$ cat config.mk
export PLATFORM = sky130hd
export DESIGN_NAME = psmd_div
export DESIGN_NICKNAME = d
export VERILOG_FILES = /design/src/rtl/psmd_pkg.sv /design/src/rtl/psmd_div.sv
export SDC_FILE = /design/constraint.sdc
export NUM_CORES = 2
export LEC_CHECK = 0
export BUFFER_PORTS_ARGS = -buffer_cell sky130_fd_sc_hd__buf_2
export CORE_ASPECT_RATIO = 0.5
export CORE_MARGIN = 2
export CORE_UTILIZATION = 35
export DETAILED_ROUTE_END_ITERATION = 8
export GPL_TIMING_DRIVEN = 0
export PLACE_DENSITY = 0.54
export SLEW_MARGIN = 20
export SYNTH_ARGS = -nofsm -noshare
export SYNTH_HDL_FRONTEND = slang
export SYNTH_SLANG_ARGS = --single-unit
$ cat constraint.sdc
create_clock -name i_clk -period 5 [get_ports i_clk]
set_input_delay 0.75 -clock i_clk [delete_from_list [all_inputs] [get_ports i_clk]]
set_output_delay 0.75 -clock i_clk [all_outputs]
set_load 0.02 [all_outputs]
$ cat src/rtl/psmd_pkg.sv
// ----------------------------------------------------------------------------
// psmd_pkg
// Widths, modes and sideband types shared by the point/segment distance pipe.
// ----------------------------------------------------------------------------
package psmd_pkg;

    localparam int COORD_BITS  = 20;
    localparam int T_FRAC_BITS = 16;

    localparam int DIFF_W = COORD_BITS + 1;        // coordinate differences
    localparam int PROD_W = 2 * DIFF_W;            // one product, also len2
    localparam int LEN_W  = PROD_W;
    localparam int DOT_W  = PROD_W + 1;            // signed dot product
    localparam int REM_W  = LEN_W + 1;             // divider remainder
    localparam int Q_W    = T_FRAC_BITS + 1;       // t in [0, 2^T_FRAC_BITS]
    localparam int SC_W   = Q_W + 1 + DIFF_W;      // t * delta
    localparam int QC_W   = DIFF_W + 1;            // projected coordinate
    localparam int DIST_W = COORD_BITS + 1;

    typedef enum logic [1:0] {
        MODE_START,
        MODE_END,
        MODE_INTERP
    } t_mode;

    typedef struct packed {
        t_mode                     mode;
        logic signed [COORD_BITS-1:0] sx;
        logic signed [COORD_BITS-1:0] sy;
        logic signed [COORD_BITS-1:0] px;
        logic signed [COORD_BITS-1:0] py;
        logic signed [DIFF_W-1:0]     dx;
        logic signed [DIFF_W-1:0]     dy;
    } t_side;

endpackage

$ cat src/rtl/psmd_div.sv
// ----------------------------------------------------------------------------
// psmd_div
// Pipelined restoring divider: floor(num * 2^T_FRAC_BITS / den), num <= den.
// One quotient bit per stage, Q_W stages.
// ----------------------------------------------------------------------------
module psmd_div import psmd_pkg::*; (
    input  logic             i_clk,
    input  logic             i_rst_n,
    input  logic             i_en,
    input  logic             i_valid,
    input  logic [LEN_W-1:0] i_num,
    input  logic [LEN_W-1:0] i_den,
    input  t_side            i_side,
    output logic             o_valid,
    output logic [Q_W-1:0]   o_t,
    output t_side            o_side
);

    logic             r_vld  [Q_W];
    logic [REM_W-1:0] r_rem  [Q_W];
    logic [Q_W-1:0]   r_quo  [Q_W];
    logic [LEN_W-1:0] r_den  [Q_W];
    t_side            r_side [Q_W];

    logic             n_ge0;

    assign n_ge0 = (i_num >= i_den);

    always_ff @(posedge i_clk) begin
        if (!i_rst_n) begin
            r_vld[0] <= 1'b0;
        end else if (i_en) begin
            r_vld[0] <= i_valid;
        end
    end

    always_ff @(posedge i_clk) begin
        if (i_en) begin
            r_rem[0]  <= n_ge0 ? REM_W'(i_num - i_den) : REM_W'(i_num);
            r_quo[0]  <= Q_W'(n_ge0);
            r_den[0]  <= i_den;
            r_side[0] <= i_side;
        end
    end

    for (genvar g = 1; g < Q_W; g++) begin : g_stage
        logic [REM_W-1:0] n_sh;
        logic             n_ge;

        assign n_sh = {r_rem[g-1][REM_W-2:0], 1'b0};
        assign n_ge = (n_sh >= REM_W'(r_den[g-1]));

        always_ff @(posedge i_clk) begin
            if (!i_rst_n) begin
                r_vld[g] <= 1'b0;
            end else if (i_en) begin
                r_vld[g] <= r_vld[g-1];
            end
        end

        always_ff @(posedge i_clk) begin
            if (i_en) begin
                r_rem[g]  <= n_ge ? n_sh - REM_W'(r_den[g-1]) : n_sh;
                r_quo[g]  <= {r_quo[g-1][Q_W-2:0], n_ge};
                r_den[g]  <= r_den[g-1];
                r_side[g] <= r_side[g-1];
            end
        end
    end

    assign o_valid = r_vld[Q_W-1];
    assign o_t     = r_quo[Q_W-1];
    assign o_side  = r_side[Q_W-1];

endmodule

==> impl_metrics.yaml <==
die:
  die_area_mm2: 0.4530
  die_w_um: 949.9
  io_pins: 354
  core_area_mm2: 0.4448
  row_count: 173
  initial_core_util: 0.3520
  dieHeight_um: 476.9
placed_design:
  placed_cells: 17300
  place_congestion: 0.8530
  dpl-instance-area_mm2: 0.1666
  dpl.hpwl_um: 233300
  portBuffers: 353
  place_ws_ns: -2.379
routing:
  routedWlPerCell_um: 18.01
  finalWirelength_um: 326000
  dr_total_vias: 85420
  drtPass1Iterations: 6
  drt_iter0_drc: 5878
  via_per_inst: 4.720
  drt.antenna.violating_nets: 0
  drc: 0
sta:
  min_period_over_period: 0.9660
  worstMarginPinSlew_ns: 1.098
  fmax_mhz: 207.0
  slew_headroom: 0.2581
  drv_slew: 0
  setup_ws_ns: 0.1701
  hold_violations: 0
  finalSetupViolCount: 0
  skew_ns: 0.05884
  rsz0062_at_grt: "false"
  fin_crit_ns: 4.830
  setup_tns_ns: 0
setup_path:
  crit_fanout: 5
  end_kind: "flip-flop"
  path_cells: "ha_1 -> a21oi_1 -> a21oi_1 -> o311a_1 -> a211oi_1 -> a21oi_1 -> o22ai_1 -> o21ai_0 -> a2111oi_0 -> xor2_1 -> o21ai_0"
  cp_common_cell: "a21oi_1"
  slowest_delay_ns: 0.82
  cp_slowest_cell: "a2111oi_0"
  critPathArrivalTime_ns: 5.46
  critical_path_class: "flip-flop to flip-flop"
  critPathLaunchType: "flip-flop"
  regToRegSetupSlack_ns: 0.17
  critPathRequiredTime_ns: 5.63
synth:
  yosysSeqAreaShare: 0.6946
  yosys-top-cells-area: "edfxtp_1 69%, ha_1 5.7%, a21oi_1 2.7%"
  synthArstFlopShare: 0
  synth_top_cell_area_share: 0.6945
  syn_area_mm2: 0.1566
  synth_cells: 10970
  ys_types: 92
  yosys_warnings: 0
  synth_seq_cells: 3622
  synth_enable_flop_cells: 3621
  yosys_most_used_dff: "edfxtp_1"
  synth_fp_nets: 11910
  yosysTopAreaCell: "edfxtp_1"
  postSynthAreaPerCell_um2: 14.27
min_path:
  hold_class: "input pin to flip-flop"
final_layout:
  final_util: 0.4043
  fin_area_mm2: 0.1798
  final_cells: 18100
  drive_above_1_share: 0.1189
  area_growth_pct: 14.85
  final_cell_mix: "3621 x edfxtp_1, 880 x inv_1, 852 x a21oi_1, 713 x ha_1, 623 x nand2_1"
  final_common_cell: "edfxtp_1"
  fin_nets: 12820
global_route:
  grt_first_pass_wirelength_um: 502400
  gr-usage-all-layers: 0.1400
  antenna_found_initial: 5
  grt_pass1_vias: 86610
  grt.overflow.total: 0
  grt_max_degree: 153
clock_tree:
  cts_made_buffers: 347
  cts-root-buf: "clkbuf_16"
  clock_path_buffers: 4
  htreeDepth: 5
  clock-sinks: 3622
  clock_latency_ns: 0.95
  clk_pin_slew_worst_paths_ns: 0.07
  cts_tree: "done"
pwr:
  power.leakage_nw: 67.99
  power.density_mw_per_mm2: 569.1
  ir_worst_vdd_mv: 0.3280
run:
  max-cap-violations: 0
status:
  status: "finished, final reports clean"
==> per-layer routing <==
layer / vias up / GRT usage / share of wire / wire length [um]
met3: 585 / 0.01987 / 0.033 / 10640
met2: 1428 / 0.2203 / 0.44 / 144300
met4: 0 / 0.05502 / 0.042 / 13840
li1: 42610 / - / - / -
met5: - / 0 / 0 / 0
met1: 40800 / 0.1966 / 0.48 / 157300
==> power breakdown <==
group / leakage (nW) / switching, mW / internal [mW]
clock network: 5.39 / 11.7 / 14.4
registers: 35.5 / 2.60 / 39.8
logic: 27.1 / 19.9 / 14.0
total: 68.0 / 34.2 / 68.2
==> area by class of cell <==
type	instances	area [um^2]
plain buffers	431	2300
well taps	5950	7445
clock buffers	404	8919
fillers	41180	265000
inverters	881	3307
diodes	3	7.507
clock inverters	212	2193
multi-input cells	6036	42330
repair buffers	559	4567
flip-flops and latches	3622	108800
==> through the flow <==
step	hold slack [ns]	power [mW]
floorplan	0.4003	66.38
global placement	0.4002	78.41
detailed placement	0.4045	76.65
CTS	0.05552	103.7
global route	0.09443	109.1
finish	0.1630	102.3
==> state kept, by name, summed over array words and instances (netlist names) <==
register / flops
r_den: 672
r_quo: 153
r_rem: 672
r_side: 2108
r_vld: 17
==> cell usage after synthesis (19+ instances only) <==
library cell and number:
o21bai_1 103, and4_1 25, clkbuf_1 229, o211ai_1 33, inv_1 880, a211oi_1 63, nor2b_1 74, a21oi_1 852
edfxtp_1 3621, xor2_1 231, nand2_1 623, and2_1 53, a31o_2 19, buf_4 149, o21a_1 69, nor3_1 82
ha_1 713, o21ai_0 556, a21o_1 375, and3_1 74, o221ai_1 23, buf_2 34, o31ai_1 40, nand4_1 161
xnor2_1 379, nand2b_1 72, nor4_1 38, a41oi_1 24, or2_2 26, nor2_1 531, nand3_1 139, mux2_2 249
a21boi_0 20, or3_1 26, a31oi_1 86
==> what timing repair did <==
item	CTS	global route
endpoints found under the hold margin	166	0
pin swaps	0	1
gates resized for setup	13	19
setup endpoints to repair	664	278
hold buffers	166	0
cloned	9	2
setup buffers	0	0
==> logic make-up after synthesis <==
group           count (synthesis)  synth area share
fa+ha+maj                     729           0.05902
flops                        3622            0.6946
compound gates               2453           0.09718
xor+xnor                      610           0.03412
simple gates                 1960           0.05890
mux                           284           0.02051
buf+inv                      1312           0.03568
==> worst paths after layout <==
path,end,from,cells after the start
worst max register to register,r_rem[0][556],r_rem[0][475],11
worst min register to register,r_side[0][141],r_side[0][17],0
worst min-delay path,r_vld[0],i_valid,2
worst max-delay path,r_rem[0][556],r_rem[0][475],11
==> critical path, delay by kind of cell, from the launching register on <==
family / cells / cell delay (ns)
adders and majority gates: 1 / 0.52
DFF: 1 / 0.42
xor gates and xnor gates: 1 / 0.20
AOI/OAI and AO/OA: 9 / 3.38
No activity file was read; power rests on OpenSTA's default activity.
