## src/rtl/psmd_pkg.sv

```systemverilog
// ----------------------------------------------------------------------------
// psmd_pkg
// Widths, modes and sideband types shared by the point/segment distance pipe.
// ----------------------------------------------------------------------------
package psmd_pkg;

    localparam int COORD_BITS  = 20;
    localparam int T_FRAC_BITS = 16;

    localparam int DIFF_W = COORD_BITS + 1;        // coordinate differences
    localparam int PROD_W = 2 * DIFF_W;            // one product, also len2
    localparam int LEN_W  = PROD_W;
    localparam int DOT_W  = PROD_W + 1;            // signed dot product
    localparam int REM_W  = LEN_W + 1;             // divider remainder
    localparam int Q_W    = T_FRAC_BITS + 1;       // t in [0, 2^T_FRAC_BITS]
    localparam int SC_W   = Q_W + 1 + DIFF_W;      // t * delta
    localparam int QC_W   = DIFF_W + 1;            // projected coordinate
    localparam int DIST_W = COORD_BITS + 1;

    typedef enum logic [1:0] {
        MODE_START,
        MODE_END,
        MODE_INTERP
    } t_mode;

    typedef struct packed {
        t_mode                     mode;
        logic signed [COORD_BITS-1:0] sx;
        logic signed [COORD_BITS-1:0] sy;
        logic signed [COORD_BITS-1:0] px;
        logic signed [COORD_BITS-1:0] py;
        logic signed [DIFF_W-1:0]     dx;
        logic signed [DIFF_W-1:0]     dy;
    } t_side;

endpackage

```

## src/rtl/psmd_back.sv

```systemverilog
// ----------------------------------------------------------------------------
// psmd_back
// Scales delta by t, clamps the projection and sums the axis distances.
// ----------------------------------------------------------------------------
module psmd_back import psmd_pkg::*; (
    input  logic              i_clk,
    input  logic              i_rst_n,
    input  logic              i_en,
    input  logic              i_valid,
    input  logic [Q_W-1:0]    i_t,
    input  t_side             i_side,
    output logic              o_valid,
    output logic [DIST_W-1:0] o_distance
);

    localparam logic [DIST_W:0] DIST_MAX = {1'b0, {DIST_W{1'b1}}};

    logic                   r_va, r_vb, r_vc;
    t_side                  r_side;
    logic signed [SC_W-1:0] r_prod_x, r_prod_y;
    logic [QC_W-1:0]        r_ax, r_ay;
    logic [DIST_W-1:0]      r_dist;

    logic signed [QC_W-1:0]   n_offx, n_offy, n_qx, n_qy;
    logic signed [QC_W:0]     n_ex, n_ey;
    logic [DIST_W:0]          n_sum;

    always_comb begin
        // arithmetic shift gives the floor for both signs of delta
        n_offx = QC_W'(r_prod_x >>> T_FRAC_BITS);
        n_offy = QC_W'(r_prod_y >>> T_FRAC_BITS);
        case (r_side.mode)
            MODE_END: begin
                n_qx = QC_W'(r_side.sx) + QC_W'(r_side.dx);
                n_qy = QC_W'(r_side.sy) + QC_W'(r_side.dy);
            end
            MODE_INTERP: begin
                n_qx = QC_W'(r_side.sx) + n_offx;
                n_qy = QC_W'(r_side.sy) + n_offy;
            end
            default: begin
                n_qx = QC_W'(r_side.sx);
                n_qy = QC_W'(r_side.sy);
            end
        endcase
        n_ex  = (QC_W+1)'(r_side.px) - (QC_W+1)'(n_qx);
        n_ey  = (QC_W+1)'(r_side.py) - (QC_W+1)'(n_qy);
        n_sum = (DIST_W+1)'(r_ax) + (DIST_W+1)'(r_ay);
    end

    always_ff @(posedge i_clk) begin
        if (!i_rst_n) begin
            r_va <= 1'b0;
            r_vb <= 1'b0;
            r_vc <= 1'b0;
        end else if (i_en) begin
            r_va <= i_valid;
            r_vb <= r_va;
            r_vc <= r_vb;
        end
    end

    always_ff @(posedge i_clk) begin
        if (i_en) begin
            r_side   <= i_side;
            r_prod_x <= $signed({1'b0, i_t}) * i_side.dx;
            r_prod_y <= $signed({1'b0, i_t}) * i_side.dy;

            r_ax <= QC_W'(n_ex < 0 ? -n_ex : n_ex);
            r_ay <= QC_W'(n_ey < 0 ? -n_ey : n_ey);

            r_dist <= (n_sum > DIST_MAX) ? DIST_MAX[DIST_W-1:0] : n_sum[DIST_W-1:0];
        end
    end

    assign o_valid    = r_vc;
    assign o_distance = r_dist;

endmodule

```

## config.mk

```make
export PLATFORM = sky130hd
export DESIGN_NAME = psmd_back
export DESIGN_NICKNAME = d
export VERILOG_FILES = /design/src/rtl/psmd_pkg.sv /design/src/rtl/psmd_back.sv
export SDC_FILE = /design/constraint.sdc
export NUM_CORES = 2
export LEC_CHECK = 0
export BUFFER_PORTS_ARGS = -buffer_cell sky130_fd_sc_hd__buf_2
export CORE_ASPECT_RATIO = 1.5
export CORE_MARGIN = 2
export CORE_UTILIZATION = 35
export CTS_BUF_LIST = sky130_fd_sc_hd__clkbuf_4 sky130_fd_sc_hd__clkbuf_8 sky130_fd_sc_hd__clkbuf_16
export CTS_CLUSTER_DIAMETER = 80
export DETAILED_ROUTE_END_ITERATION = 8
export PLACE_DENSITY_LB_ADDON = 0.12
export SYNTH_ARGS = -nofsm -noshare
export SYNTH_HDL_FRONTEND = slang
export SYNTH_SLANG_ARGS = --single-unit
```

## constraint.sdc

```tcl
create_clock -name i_clk -period 8.95 [get_ports i_clk]
set_input_delay 1.79 -clock i_clk [delete_from_list [all_inputs] [get_ports i_clk]]
set_output_delay 1.79 -clock i_clk [all_outputs]
set_load 0.02 [all_outputs]
```

==> flow_summary.yaml <==
sta:
  finalMaxSlewViolations: 0
  rsz0062_at_grt: "no"
  tightest_slew_ns: 1.01
  fin_skew_ns: 0.0285
  setup_viol: 0
  fin_crit_ns: 8.07
  clock.fmax_mhz: 124
  setup_tns_ns: 0
  finalCritPeriodShare: 0.901
  relSlewSlack: 0.324
  hold_viol: 0
layout:
  area_growth_syn_to_layout_pct: 8.59
  num-fill-cells: 11402
  fin_util: 0.382
  multiInputGateArea_um2: 28100
  fin_nets: 5285
  ff_latch_area_um2: 7060
  final_cell_area_um2: 42400
  layout-drive-gt1-share: 0.0848
die:
  ios: 167
  num_rows: 150
  dieArea_um2: 114000
  die_x_um: 277
  start_util: 0.351
  dieHeight_um: 413
  core_um2: 111000
synthesis:
  synth-seq-cells: 236
  synth_warnings: 0
  syn_avg_cell_area_um2: 9.67
  synth_flop_cell: "edfxtp_1"
  synth_enable_flop_cells: 233
  synth.distinct_cells: 95
  synthTopCellsByCount: "inv_1 (903), fa_1 (703), nand2_1 (534)"
  synth_area_leaders: "fa_1 (36%), edfxtp_1 (18%), ha_1 (9.3%)"
  synthArstFlopShare: 0
  synth_most_common_cell: "inv_1"
  netlist_instances: 4036
  netlist_area_um2: 39000
  yosysSeqAreaShare: 0.181
  mappedNetlistNets: 5174
  synth.largest_area_cell: "fa_1"
  yosysTopAreaCellShare: 0.361
worst_hold_path:
  min_path_type: "register to register"
worst_setup_path:
  setup.worst_path.end_class: "register"
  cpPeakStageDelay_ns: 0.60
  cp.arrival_ns: 8.36
  critPathTopFamily: "adder cells"
  worst_path_max_delay_cell: "buf_2"
  cp.required_ns: 9.25
  path_class: "input port to register"
  cp_cell_sequence: "buf_2, buf_4, nand2_1, fa_1, inv_1, fa_1, inv_1, fa_1, inv_1, fa_1, fa_1, inv_1, fa_1, inv_1, ha_1, a211oi_1, o21ai_0, a21o_1, o2111a_1, o211ai_1, nand3_1, a31oi_1, o21bai_1, xnor2_1"
  critPathBufInv: 7
  startpoint_type: "input port"
  cp_max_fo: 22
  cp_common_cell: "fa_1"
route:
  first_pass_iters: 5
  drc: 0
  wl_per_cell_um: 20.4
  routed_wl_um: 114000
  drt_iter0_drc: 1018
  vias: 27456
  drtAntennaViolNets: 0
  viasPerCell: 4.89
placed_design:
  dp_hpwl_um: 92400
  portBuffers: 166
  gp_congestion: 0.872
  place_area_um2: 41600
cts:
  clkSinkCount: 236
  post_cts_buffers: 0
  cts_tree: "done"
  clockBufferDepth: 3
  cts_buffers: 25
  postCtsHoldBufs: 0
  path_clk_slew_ns: 0.06
  clock_latency_ns: 0.58
  post_cts_resized: 0
  cts-root-buf: "clkbuf_16"
  htreeDepth: 1
grt:
  grt_overflow: 0
  grt_pass1_wl_um: 177000
  grt_pass1_vias: 30463
  grt.total_usage: 0.205
  grt_max_degree: 152
  grt_antenna_before_repair: 11
flow_run:
  max_cap_viol_count: 0
status:
  status: "finished, final reports clean"
-- worst min-delay path: stages (launching register included) --
cell	delay, ns
dfxtp_1	0.32
mux2i_1	0.06
nor2b_1	0.09
-- stage by stage --
step / setup WS [ns] / hold WS (ns) / cells
global placement: 0.368 / 0.503 / 5564
detailed placement: 0.341 / 0.499 / 5564
CTS: 0.924 / 0.516 / 5608
finish: 0.884 / 0.514 / 5611
global route: 0.621 / 0.580 / 5608
floorplan: 1.08 / 0.482 / 4036
-- path summary, 6_finish.rpt --
path          startpoint  slack (ns)      endpoint  depth (start not counted)
min              o_valid        0.51       o_valid                          2
max reg2reg  r_side[122]        2.16      r_ay[21]                         24
min reg2reg      o_valid        0.51       o_valid                          2
max              i_t[10]        0.88  r_prod_y[37]                         24
-- state kept, by name (all words and copies together) (netlist names) --
signal / count
o_distance: 21
r_prod_y: 22
r_side: 124
r_va: 1
r_ax: 22
r_prod_x: 22
o_valid: 1
r_ay: 22
r_vb: 1
-- cells by family after synthesis --
kind of cell,Yosys count,share of synthesized area
AO/OA/AOI/OAI,425,0.0726
XOR/XNOR,182,0.0408
adder cells (fa/ha/maj),993,0.454
buffers and inverters,1042,0.101
flip-flops,236,0.181
multiplexers,60,0.0169
AND/OR/NAND/NOR,1098,0.135
-- cell usage in the layout (no fill, tap or decap), types with 11 or more instances in the layout --
cell type	synthesis	final
nand3_1	25	25
nand2b_1	25	25
a211oi_1	11	11
edfxtp_1	233	233
a21oi_1	146	146
fa_1	703	703
xor2_1	67	67
nor2b_1	17	17
nor3_1	30	30
o21ai_0	65	65
mux2_2	46	46
ha_1	290	289
o211ai_1	13	13
o21bai_1	12	12
nor2_1	120	120
xnor2_1	115	115
and2_1	264	264
mux2i_1	14	14
clkbuf_16	0	25
nand2_1	534	534
buf_2	3	165
buf_4	0	54
a31oi_1	20	20
inv_1	903	903
o21a_1	21	21
and3_1	18	18
a21o_1	41	41
-- metal layers --
layer | global-route usage | share of wire | wire (µm) | vias to the layer above
met5 | 0 | 0.00069 | 79 | -
met2 | 0.415 | 0.56 | 64400 | 471
met1 | 0.222 | 0.37 | 42400 | 14090
met3 | 0.0168 | 0.029 | 3350 | 184
met4 | 0.0648 | 0.035 | 3980 | 12
li1 | - | - | - | 12699
-- layout make-up --
type,instances,share of cell area
flip-flops and latches,236,0.166
well taps,1444,0.0426
diodes,3,0.000177
inverters,903,0.0800
multi-input cells,2758,0.662
repair buffers,223,0.0308
clock inverters,13,0.00204
clock buffers,31,0.0161
Power is left out: the tool's default activity adds up to more than one toggle a clock period on the data nets, which glitch-free logic cannot reach.
